$ cat src/rtl/hdut_pkg.sv
package hdut_pkg;

  localparam int BYTE_W         = 8;
  localparam int HALF_CNT_W     = 8;
  localparam int BIT_IDX_W      = 4;
  localparam int COUNT_W        = 5;
  localparam int FIFO_DEPTH_DEF = 16;

  // transmit bit positions: start at 0, data 1..8, stops from 9, done at 10
  localparam logic [BIT_IDX_W-1:0] TX_STOP_IDX = 4'd9;
  localparam logic [BIT_IDX_W-1:0] TX_LAST_IDX = 4'd10;
  // receive: stop sample comes after 8 data bits
  localparam logic [BIT_IDX_W-1:0] RX_STOP_IDX = 4'd8;
  // first half-bit count at which the line is sampled
  localparam logic [HALF_CNT_W-1:0] RX_FIRST_SAMPLE = 8'd3;

  typedef enum logic [1:0] {
    REQ_TICK = 2'd0,
    REQ_SEND = 2'd1,
    REQ_READ = 2'd2,
    REQ_ARM  = 2'd3
  } req_type_e;

endpackage

$ cat src/rtl/hdut_req_if.sv
interface hdut_req_if;
  import hdut_pkg::*;

  logic              valid;
  logic              ready;
  logic [1:0]        req_type;
  logic              rx_level;
  logic [BYTE_W-1:0] tx_byte;

  modport source (output valid, req_type, rx_level, tx_byte, input ready);
  modport sink   (input valid, req_type, rx_level, tx_byte, output ready);

endinterface

$ cat src/rtl/hdut_rsp_if.sv
interface hdut_rsp_if;
  import hdut_pkg::*;

  logic               valid;
  logic               ready;
  logic               tx_level;
  logic               rx_done;
  logic [BYTE_W-1:0]  rx_data;
  logic [BYTE_W-1:0]  read_data;
  logic               read_valid;
  logic               send_accepted;
  logic               tx_busy;
  logic               rx_busy;
  logic [COUNT_W-1:0] fifo_count;
  logic               overflow;

  modport source (
    output valid, tx_level, rx_done, rx_data, read_data, read_valid,
           send_accepted, tx_busy, rx_busy, fifo_count, overflow,
    input  ready
  );
  modport sink (
    input  valid, tx_level, rx_done, rx_data, read_data, read_valid,
           send_accepted, tx_busy, rx_busy, fifo_count, overflow,
    output ready
  );

endinterface

$ cat src/rtl/half_duplex_uart_transceiver.sv
// result: registered; it is valid in the cycle after its request item is accepted
// throughput: one item per cycle while no result is stalled; the receive fifo
//   memory has one read port with a registered output
// reset (rst_ni low, asynchronous): line idle high, both directions idle,
//   fifo empty, auto_listen set; fifo contents stay undefined, no clearing pass
module half_duplex_uart_transceiver #(
  parameter int FIFO_DEPTH = hdut_pkg::FIFO_DEPTH_DEF
) (
  input  logic          clk_i,
  input  logic          rst_ni,
  input  logic          cfg_we_i,
  input  logic          cfg_wdata_i,
  hdut_req_if.sink      req_i,
  hdut_rsp_if.source    rsp_o
);
  import hdut_pkg::*;

  // fifo pointer and fill count widths follow from the depth
  localparam int PTR_W = (FIFO_DEPTH > 1) ? $clog2(FIFO_DEPTH) : 1;
  localparam int CNT_W = $clog2(FIFO_DEPTH + 1);
  localparam int SUM_W = CNT_W + 1;

  localparam logic [CNT_W-1:0] DEPTH_C    = CNT_W'(FIFO_DEPTH);
  localparam logic [PTR_W-1:0] LAST_PTR   = PTR_W'(FIFO_DEPTH - 1);
  localparam logic [SUM_W-1:0] DEPTH_SUM  = SUM_W'(FIFO_DEPTH);

  // registered result, all fields but the fifo read data
  typedef struct packed {
    logic               tx_level;
    logic               rx_done;
    logic [BYTE_W-1:0]  rx_data;
    logic               read_valid;
    logic               send_accepted;
    logic               tx_busy;
    logic               rx_busy;
    logic [COUNT_W-1:0] fifo_count;
    logic               overflow;
  } rsp_t;

  // shared transmit / receive state
  logic                  auto_listen_q;
  logic [HALF_CNT_W-1:0] half_cnt_q, half_cnt_d;
  logic [BYTE_W-1:0]     shift_q, shift_d;
  logic [BIT_IDX_W-1:0]  bit_idx_q, bit_idx_d;
  logic                  tx_act_q, tx_act_d;
  logic                  rx_act_q, rx_act_d;
  logic                  line_q, line_d;
  logic [PTR_W-1:0]      rd_ptr_q, rd_ptr_d;
  logic [CNT_W-1:0]      count_q, count_d;

  // receive fifo memory
  logic [BYTE_W-1:0]     fifo_mem [FIFO_DEPTH];
  logic                  mem_we;
  logic [PTR_W-1:0]      wr_addr;
  logic [SUM_W-1:0]      wr_sum;
  logic [BYTE_W-1:0]     rd_data_q;

  // output stage
  logic                  rsp_valid_q;
  rsp_t                  rsp_q, rsp_d;

  logic                  accept;
  req_type_e             req;

  // the output register parts the two sides: new items flow while the
  // result is taken in the same cycle
  assign req_i.ready = !rsp_valid_q || rsp_o.ready;
  assign accept      = req_i.valid && req_i.ready;
  assign req         = req_type_e'(req_i.req_type);

  // write slot behind the oldest entry, wrapped once at most
  assign wr_sum  = SUM_W'(rd_ptr_q) + SUM_W'(count_q);
  assign wr_addr = (wr_sum >= DEPTH_SUM) ? PTR_W'(wr_sum - DEPTH_SUM) : PTR_W'(wr_sum);

  always_comb begin
    logic start_ok;
    logic [HALF_CNT_W-1:0] hc;
    logic [BIT_IDX_W-1:0]  bm1;

    half_cnt_d = half_cnt_q;
    shift_d    = shift_q;
    bit_idx_d  = bit_idx_q;
    tx_act_d   = tx_act_q;
    rx_act_d   = rx_act_q;
    line_d     = line_q;
    rd_ptr_d   = rd_ptr_q;
    count_d    = count_q;
    mem_we     = 1'b0;
    rsp_d      = '0;
    hc         = '0;
    bm1        = '0;

    // start bit seen on an idle block
    start_ok = !tx_act_q && !rx_act_q && !req_i.rx_level;

    unique case (req)
      REQ_TICK: begin
        if (auto_listen_q && start_ok) begin
          rx_act_d  = 1'b1;
          shift_d   = '0;
          half_cnt_d = '0;
          bit_idx_d = '0;
        end
        hc         = half_cnt_d + 1'b1;
        half_cnt_d = hc;
        // line is handled on odd half-bit counts only
        if (hc[0]) begin
          if (tx_act_d) begin
            bm1 = bit_idx_d - 1'b1;
            if (bit_idx_d == '0) begin
              line_d = 1'b0;
            end else if (bit_idx_d < TX_STOP_IDX) begin
              line_d = shift_d[bm1[2:0]];
            end else begin
              line_d = 1'b1;
            end
            if (bit_idx_d == TX_LAST_IDX) begin
              tx_act_d = 1'b0;
            end
            bit_idx_d = bit_idx_d + 1'b1;
          end else if (rx_act_d && (hc >= RX_FIRST_SAMPLE)) begin
            if (bit_idx_d == RX_STOP_IDX) begin
              rx_act_d = 1'b0;
              if (req_i.rx_level) begin
                rsp_d.rx_done = 1'b1;
                rsp_d.rx_data = shift_d;
                if (count_q < DEPTH_C) begin
                  mem_we  = 1'b1;
                  count_d = count_q + 1'b1;
                end else begin
                  rsp_d.overflow = 1'b1;
                end
              end
            end else begin
              if (req_i.rx_level) begin
                shift_d[bit_idx_d[2:0]] = 1'b1;
              end
              bit_idx_d = bit_idx_d + 1'b1;
            end
          end
        end
      end
      REQ_SEND: begin
        // a send always aborts reception
        rx_act_d = 1'b0;
        if (!tx_act_q) begin
          bit_idx_d  = '0;
          shift_d    = req_i.tx_byte;
          half_cnt_d = '0;
          tx_act_d   = 1'b1;
          rsp_d.send_accepted = 1'b1;
        end
      end
      REQ_READ: begin
        if (count_q != '0) begin
          rsp_d.read_valid = 1'b1;
          rd_ptr_d = (rd_ptr_q == LAST_PTR) ? '0 : rd_ptr_q + 1'b1;
          count_d  = count_q - 1'b1;
        end
      end
      REQ_ARM: begin
        if (start_ok) begin
          rx_act_d   = 1'b1;
          shift_d    = '0;
          half_cnt_d = '0;
          bit_idx_d  = '0;
        end
      end
      default: ;
    endcase

    rsp_d.tx_level   = line_d;
    rsp_d.tx_busy    = tx_act_d;
    rsp_d.rx_busy    = rx_act_d;
    rsp_d.fifo_count = COUNT_W'(count_d);
  end

  // state registers
  always_ff @(posedge clk_i or negedge rst_ni) begin
    if (!rst_ni) begin
      auto_listen_q <= 1'b1;
      half_cnt_q    <= '0;
      shift_q       <= '0;
      bit_idx_q     <= '0;
      tx_act_q      <= 1'b0;
      rx_act_q      <= 1'b0;
      line_q        <= 1'b1;
      rd_ptr_q      <= '0;
      count_q       <= '0;
      rsp_valid_q   <= 1'b0;
    end else begin
      if (cfg_we_i) begin
        auto_listen_q <= cfg_wdata_i;
      end
      if (accept) begin
        half_cnt_q <= half_cnt_d;
        shift_q    <= shift_d;
        bit_idx_q  <= bit_idx_d;
        tx_act_q   <= tx_act_d;
        rx_act_q   <= rx_act_d;
        line_q     <= line_d;
        rd_ptr_q   <= rd_ptr_d;
        count_q    <= count_d;
      end
      if (accept) begin
        rsp_valid_q <= 1'b1;
      end else if (rsp_o.ready) begin
        rsp_valid_q <= 1'b0;
      end
    end
  end

  // fifo memory and result payload; a write and a valid read never hit
  // the same entry, since the fifo is neither empty on a read nor full
  // on a write, and one item does only one of them
  always_ff @(posedge clk_i) begin
    if (accept && mem_we) begin
      fifo_mem[wr_addr] <= shift_d;
    end
    if (accept) begin
      rd_data_q <= fifo_mem[rd_ptr_q];
      rsp_q     <= rsp_d;
    end
  end

  assign rsp_o.valid         = rsp_valid_q;
  assign rsp_o.tx_level      = rsp_q.tx_level;
  assign rsp_o.rx_done       = rsp_q.rx_done;
  assign rsp_o.rx_data       = rsp_q.rx_data;
  assign rsp_o.read_data     = rsp_q.read_valid ? rd_data_q : '0;
  assign rsp_o.read_valid    = rsp_q.read_valid;
  assign rsp_o.send_accepted = rsp_q.send_accepted;
  assign rsp_o.tx_busy       = rsp_q.tx_busy;
  assign rsp_o.rx_busy       = rsp_q.rx_busy;
  assign rsp_o.fifo_count    = rsp_q.fifo_count;
  assign rsp_o.overflow      = rsp_q.overflow;

endmodule

$ cat src/flat_wrapper.sv
// flat-port wrapper written by rule: the top's interface ports become plain ports
module half_duplex_uart_transceiver_flat import hdut_pkg::*;
#(
  parameter int FIFO_DEPTH = hdut_pkg::FIFO_DEPTH_DEF
)
  (clk_i, rst_ni, cfg_we_i, cfg_wdata_i, req_i_valid, req_i_req_type, req_i_rx_level, req_i_tx_byte, req_i_ready, rsp_o_valid, rsp_o_tx_level, rsp_o_rx_done, rsp_o_rx_data, rsp_o_read_data, rsp_o_read_valid, rsp_o_send_accepted, rsp_o_tx_busy, rsp_o_rx_busy, rsp_o_fifo_count, rsp_o_overflow, rsp_o_ready);
  hdut_req_if req_i_i ();
  hdut_rsp_if rsp_o_i ();
  input  logic clk_i;
  input  logic rst_ni;
  input  logic cfg_we_i;
  input  logic cfg_wdata_i;
  input wire logic [$bits(req_i_i.valid)-1:0] req_i_valid;
  input wire logic [$bits(req_i_i.req_type)-1:0] req_i_req_type;
  input wire logic [$bits(req_i_i.rx_level)-1:0] req_i_rx_level;
  input wire logic [$bits(req_i_i.tx_byte)-1:0] req_i_tx_byte;
  output wire logic [$bits(req_i_i.ready)-1:0] req_i_ready;
  output wire logic [$bits(rsp_o_i.valid)-1:0] rsp_o_valid;
  output wire logic [$bits(rsp_o_i.tx_level)-1:0] rsp_o_tx_level;
  output wire logic [$bits(rsp_o_i.rx_done)-1:0] rsp_o_rx_done;
  output wire logic [$bits(rsp_o_i.rx_data)-1:0] rsp_o_rx_data;
  output wire logic [$bits(rsp_o_i.read_data)-1:0] rsp_o_read_data;
  output wire logic [$bits(rsp_o_i.read_valid)-1:0] rsp_o_read_valid;
  output wire logic [$bits(rsp_o_i.send_accepted)-1:0] rsp_o_send_accepted;
  output wire logic [$bits(rsp_o_i.tx_busy)-1:0] rsp_o_tx_busy;
  output wire logic [$bits(rsp_o_i.rx_busy)-1:0] rsp_o_rx_busy;
  output wire logic [$bits(rsp_o_i.fifo_count)-1:0] rsp_o_fifo_count;
  output wire logic [$bits(rsp_o_i.overflow)-1:0] rsp_o_overflow;
  input wire logic [$bits(rsp_o_i.ready)-1:0] rsp_o_ready;
  assign req_i_i.valid = req_i_valid;
  assign req_i_i.req_type = req_i_req_type;
  assign req_i_i.rx_level = req_i_rx_level;
  assign req_i_i.tx_byte = req_i_tx_byte;
  assign req_i_ready = req_i_i.ready;
  assign rsp_o_valid = rsp_o_i.valid;
  assign rsp_o_tx_level = rsp_o_i.tx_level;
  assign rsp_o_rx_done = rsp_o_i.rx_done;
  assign rsp_o_rx_data = rsp_o_i.rx_data;
  assign rsp_o_read_data = rsp_o_i.read_data;
  assign rsp_o_read_valid = rsp_o_i.read_valid;
  assign rsp_o_send_accepted = rsp_o_i.send_accepted;
  assign rsp_o_tx_busy = rsp_o_i.tx_busy;
  assign rsp_o_rx_busy = rsp_o_i.rx_busy;
  assign rsp_o_fifo_count = rsp_o_i.fifo_count;
  assign rsp_o_overflow = rsp_o_i.overflow;
  assign rsp_o_i.ready = rsp_o_ready;
  half_duplex_uart_transceiver #(.FIFO_DEPTH(FIFO_DEPTH)) u_core (.clk_i(clk_i), .rst_ni(rst_ni), .cfg_we_i(cfg_we_i), .cfg_wdata_i(cfg_wdata_i), .req_i(req_i_i), .rsp_o(rsp_o_i));
endmodule
$ cat config.mk
export PLATFORM = sky130hd
export DESIGN_NAME = half_duplex_uart_transceiver_flat
export DESIGN_NICKNAME = d
export VERILOG_FILES = /design/src/rtl/hdut_pkg.sv /design/src/rtl/hdut_req_if.sv /design/src/rtl/hdut_rsp_if.sv /design/src/rtl/half_duplex_uart_transceiver.sv /design/src/flat_wrapper.sv
export SDC_FILE = /design/constraint.sdc
export NUM_CORES = 1
export LEC_CHECK = 0
export ABC_AREA = 1
export BUFFER_PORTS_ARGS = -buffer_cell sky130_fd_sc_hd__buf_2
export CAP_MARGIN = 20
export CORE_UTILIZATION = 40
export CTS_CLUSTER_SIZE = 8
export DETAILED_ROUTE_END_ITERATION = 7
export SYNTH_ARGS = -nofsm -noshare
export SYNTH_HDL_FRONTEND = slang
export SYNTH_SLANG_ARGS = --single-unit
$ cat constraint.sdc
create_clock -name clk_i -period 3.83 [get_ports clk_i]
set_clock_uncertainty 0.1 [all_clocks]
set_input_delay 0.1915 -clock clk_i [delete_from_list [all_inputs] [get_ports clk_i]]
set_output_delay 0.1915 -clock clk_i [all_outputs]
set_load 0.02 [all_outputs]
==> flow_summary.ini <==
[run_status]
outcome = finished clean

[drt]
drt_first_pass_iters = 5
drt_iter0_drc = 558
wl_per_cell_um = 18.2
wl_um = 22200
route.vias.total = 6510
route.detailed.drc = 0
final_antenna_net_count = 0
vias_per_cell = 5.34

[global_routing]
grt_pass1_vias = 6245
grt_pass1_wl_um = 34600
antenna_found_initial = 0
overflow = 0
grtUsageTotal_pct = 20.9
grt_max_degree = 65

[floorplan]
ios = 47
die_x_um = 150
row_count = 53
fp.dieArea_sq_mm = 0.0225
fp.coreArea_sq_mm = 0.0212
die_y_um = 150
start_util_pct = 41.3

[pwr]
p_comb_share_pct = 35.0
peakVddDrop_mv = 0.343
cellPowerDensity_mw_per_mm2 = 680
p_seq_share_pct = 39.7
p_sw_mw = 2.75
total_leakage_power_nw = 3.99
pwr-share-clk_pct = 25.4
p_int_mw = 4.10
swShare_pct = 40.1
p_total_mw = 6.85

[worst_setup_path]
rr_startpoint = u_core.tx_act_q$_DFFE_PN0P_
crit_path_end = u_core.fifo_mem[10][7]$_DFFE_PP_
rr_endpoint = u_core.fifo_mem[10][7]$_DFFE_PP_
path_max_fanout = 9
reg2reg_depth = 21
critical-path-max-stage-delay_ps = 490
r2r_slack_ps = 320
path_cells = nor2_4, nand3_4, nand2_1, inv_1, ha_1, nand2_1, inv_1, nand3_1, inv_1, nand2_1, nand2_1, nand2_1, nor2_1, nand3_4, nand3_2, nor2_2, nand2_2, nor3_4, nand3_2, nor2_1, buf_4
worstSetupPathType = reg2reg
required_ps = 3880
crit_path_end_kind = flop
slowest_stage = dfrtp_1
start_kind = flop
arrival_ps = 3560
crit_top_cell = nand2_1
crit_start = u_core.tx_act_q$_DFFE_PN0P_

[timing]
fin_crit_sh_pct = 91.6
hold_viol = 0
final-max-slew-violation-count = 0
rsz0062_at_grt = false
finalSetupViolations = 0
min_period_ps = 3510
fmax_ghz = 0.285
tightest_slew_ps = 857
finalSetupTns_ps = 0
max_slew_margin_pct = 42.9

[clocking]
clk_path_buf_depth = 2
cts.sinks = 190
cts_root_buf = clkbuf_16
cts.htree.levels = 4
cts_buffers = 17
cts_tree = built
ctsResizeCount = 0
clk-insertion-delay-late_ps = 450
path_clk_slew_ps = 70

[synthesis]
async_reset_ff_share_pct = 17.9
synthTopCellsByArea = edfxtp_1, dfrtp_1, nand2_1
synth.avg_cell_area_sq_um = 10.2
ys.flop_type = edfxtp_1
synth.yosys.seq_area_share_pct = 63.3
synth_nets = 890
synth_cell_types = 41
ys_ff_latch = 190
synthCells = 861
yosysTopAreaCell = edfxtp_1
yosys_warnings = 0
synth_top_cell_area_share_pct = 53.5
syn_area_sq_mm = 0.00875
synth_edf_count = 156

[placed_design]
portBuffers = 46
dpl.hpwl_um = 14800
place_congestion = 0.867

[final_layout]
insertedDiodeCount = 0
fin_nets = 961
final_cell_mix = nand2_1, edfxtp_1, nor2_1, o21ai_0, inv_1
area_delta_synth_final_pct = 14.9
final_common_cell = nand2_1
drive_gt1_share_pct = 14.4

[flow_run]
max_cap_violations = 0

[hold_path]
hold_class = in2reg
critical path, delay by kind of cell (launching register included):
family / cells / cell delay, ps
fa+ha+maj: 1 / 250
buf+inv: 4 / 410
flops: 1 / 490
simple gates: 16 / 1960
state kept, by name (all words and copies together) (netlist names), 4 cells and up:
register	count
u_core.count_q	5
u_core.bit_idx_q	4
u_core.rd_data_q	8
u_core.half_cnt_q	8
u_core.rsp_o.fifo_count	5
u_core.rd_ptr_q	4
u_core.rsp_o.rx_data	8
u_core.fifo_mem	128
u_core.shift_q	8
layout make-up:
type / count / area (sq um)
fillers: 1997 / 11200
flip-flops and latches: 190 / 5540
multi-input cells: 550 / 2740
repair buffers: 84 / 526
clock buffers: 19 / 453
well taps: 275 / 344
inverters: 89 / 334
clock inverters: 13 / 120
layer usage:
metal	vias up	wire length (um)	GRT usage (%)
li1	3115	-	-
met3	36	1330	3.78
met4	0	467	7.27
met2	238	10400	33.4
met1	3121	9980	28.5
met5	-	0	0
power by group through the flow:
stage	sequential, mW	clock (mW)	combinational, mW
final	2.72	1.74	2.39
after global routing	2.74	1.83	2.65
after CTS	2.71	1.76	2.37
after detailed placement	2.76	0	2.35
after global placement	2.75	0	2.34
after floorplan	2.69	0	1.57
stage by stage:
stage          instances  utilization, %  hold slack [ps]  worst slack [ps]  area, sq um
3_5_place_dp        1184            44.5              254               358         9450
3_3_place_gp        1184            44.5              240               407         9450
6_report            1220            47.4             94.6               323        10100
2_1_floorplan        861               -             -204               352         8750
5_1_grt             1220            47.4              137              36.8        10100
4_1_cts             1220            47.4             77.9               334        10100
synthesized netlist by cell type (2+ instances only):
master	number
o221ai_1	6
o311ai_0	2
o22ai_1	14
buf_6	2
xor2_1	6
nand4_1	15
inv_2	3
nand2_2	3
a221oi_1	10
nor2_2	3
dfstp_2	2
nor2_1	90
inv_1	85
nand3_4	2
dfrtp_1	32
buf_2	3
a31oi_1	2
xnor2_1	3
nand3_1	47
edfxtp_1	156
o21ai_0	89
clkbuf_1	26
ha_1	11
nand3_2	5
nand2_1	194
o21ai_1	2
o211ai_1	5
a21oi_1	28
nor3_1	3
worst min path at each step:
stage / startpoint / end / slack [ps] / cells past startpoint
3_5_place_dp: rst_ni / u_core.half_cnt_q[6]$_DFFE_PN0P_ / 250 / 1
2_1_floorplan: rst_ni / u_core.bit_idx_q[0]$_DFFE_PN0P_ / -200 / 0
3_3_place_gp: rst_ni / u_core.half_cnt_q[3]$_DFFE_PN0P_ / 240 / 1
5_1_grt: req_i_req_type[0] / u_core.count_q[2]$_DFFE_PN0P_ / 140 / 4
4_1_cts: req_i_req_type[0] / u_core.count_q[2]$_DFFE_PN0P_ / 80 / 4
6_report: req_i_req_type[0] / u_core.count_q[2]$_DFFE_PN0P_ / 90 / 4
cell families (layout without fill, tap and decap cells):
logic type,after synthesis,count (layout),synth area share [%]
adders and majority gates,12,12,1.80
buffers and inverters,121,205,5.40
and+or+nand+nor,366,366,18.0
AOI/OAI and AO/OA,162,162,10.5
DFF,190,190,63.3
muxes,1,1,0.129
xor gates and xnor gates,9,9,0.900
repair_timing:
action,CTS,global route
setup buffers,0,0
endpoints found under the hold margin,34,0
hold buffers,4,0
No activity file was read; power rests on OpenSTA's default activity.
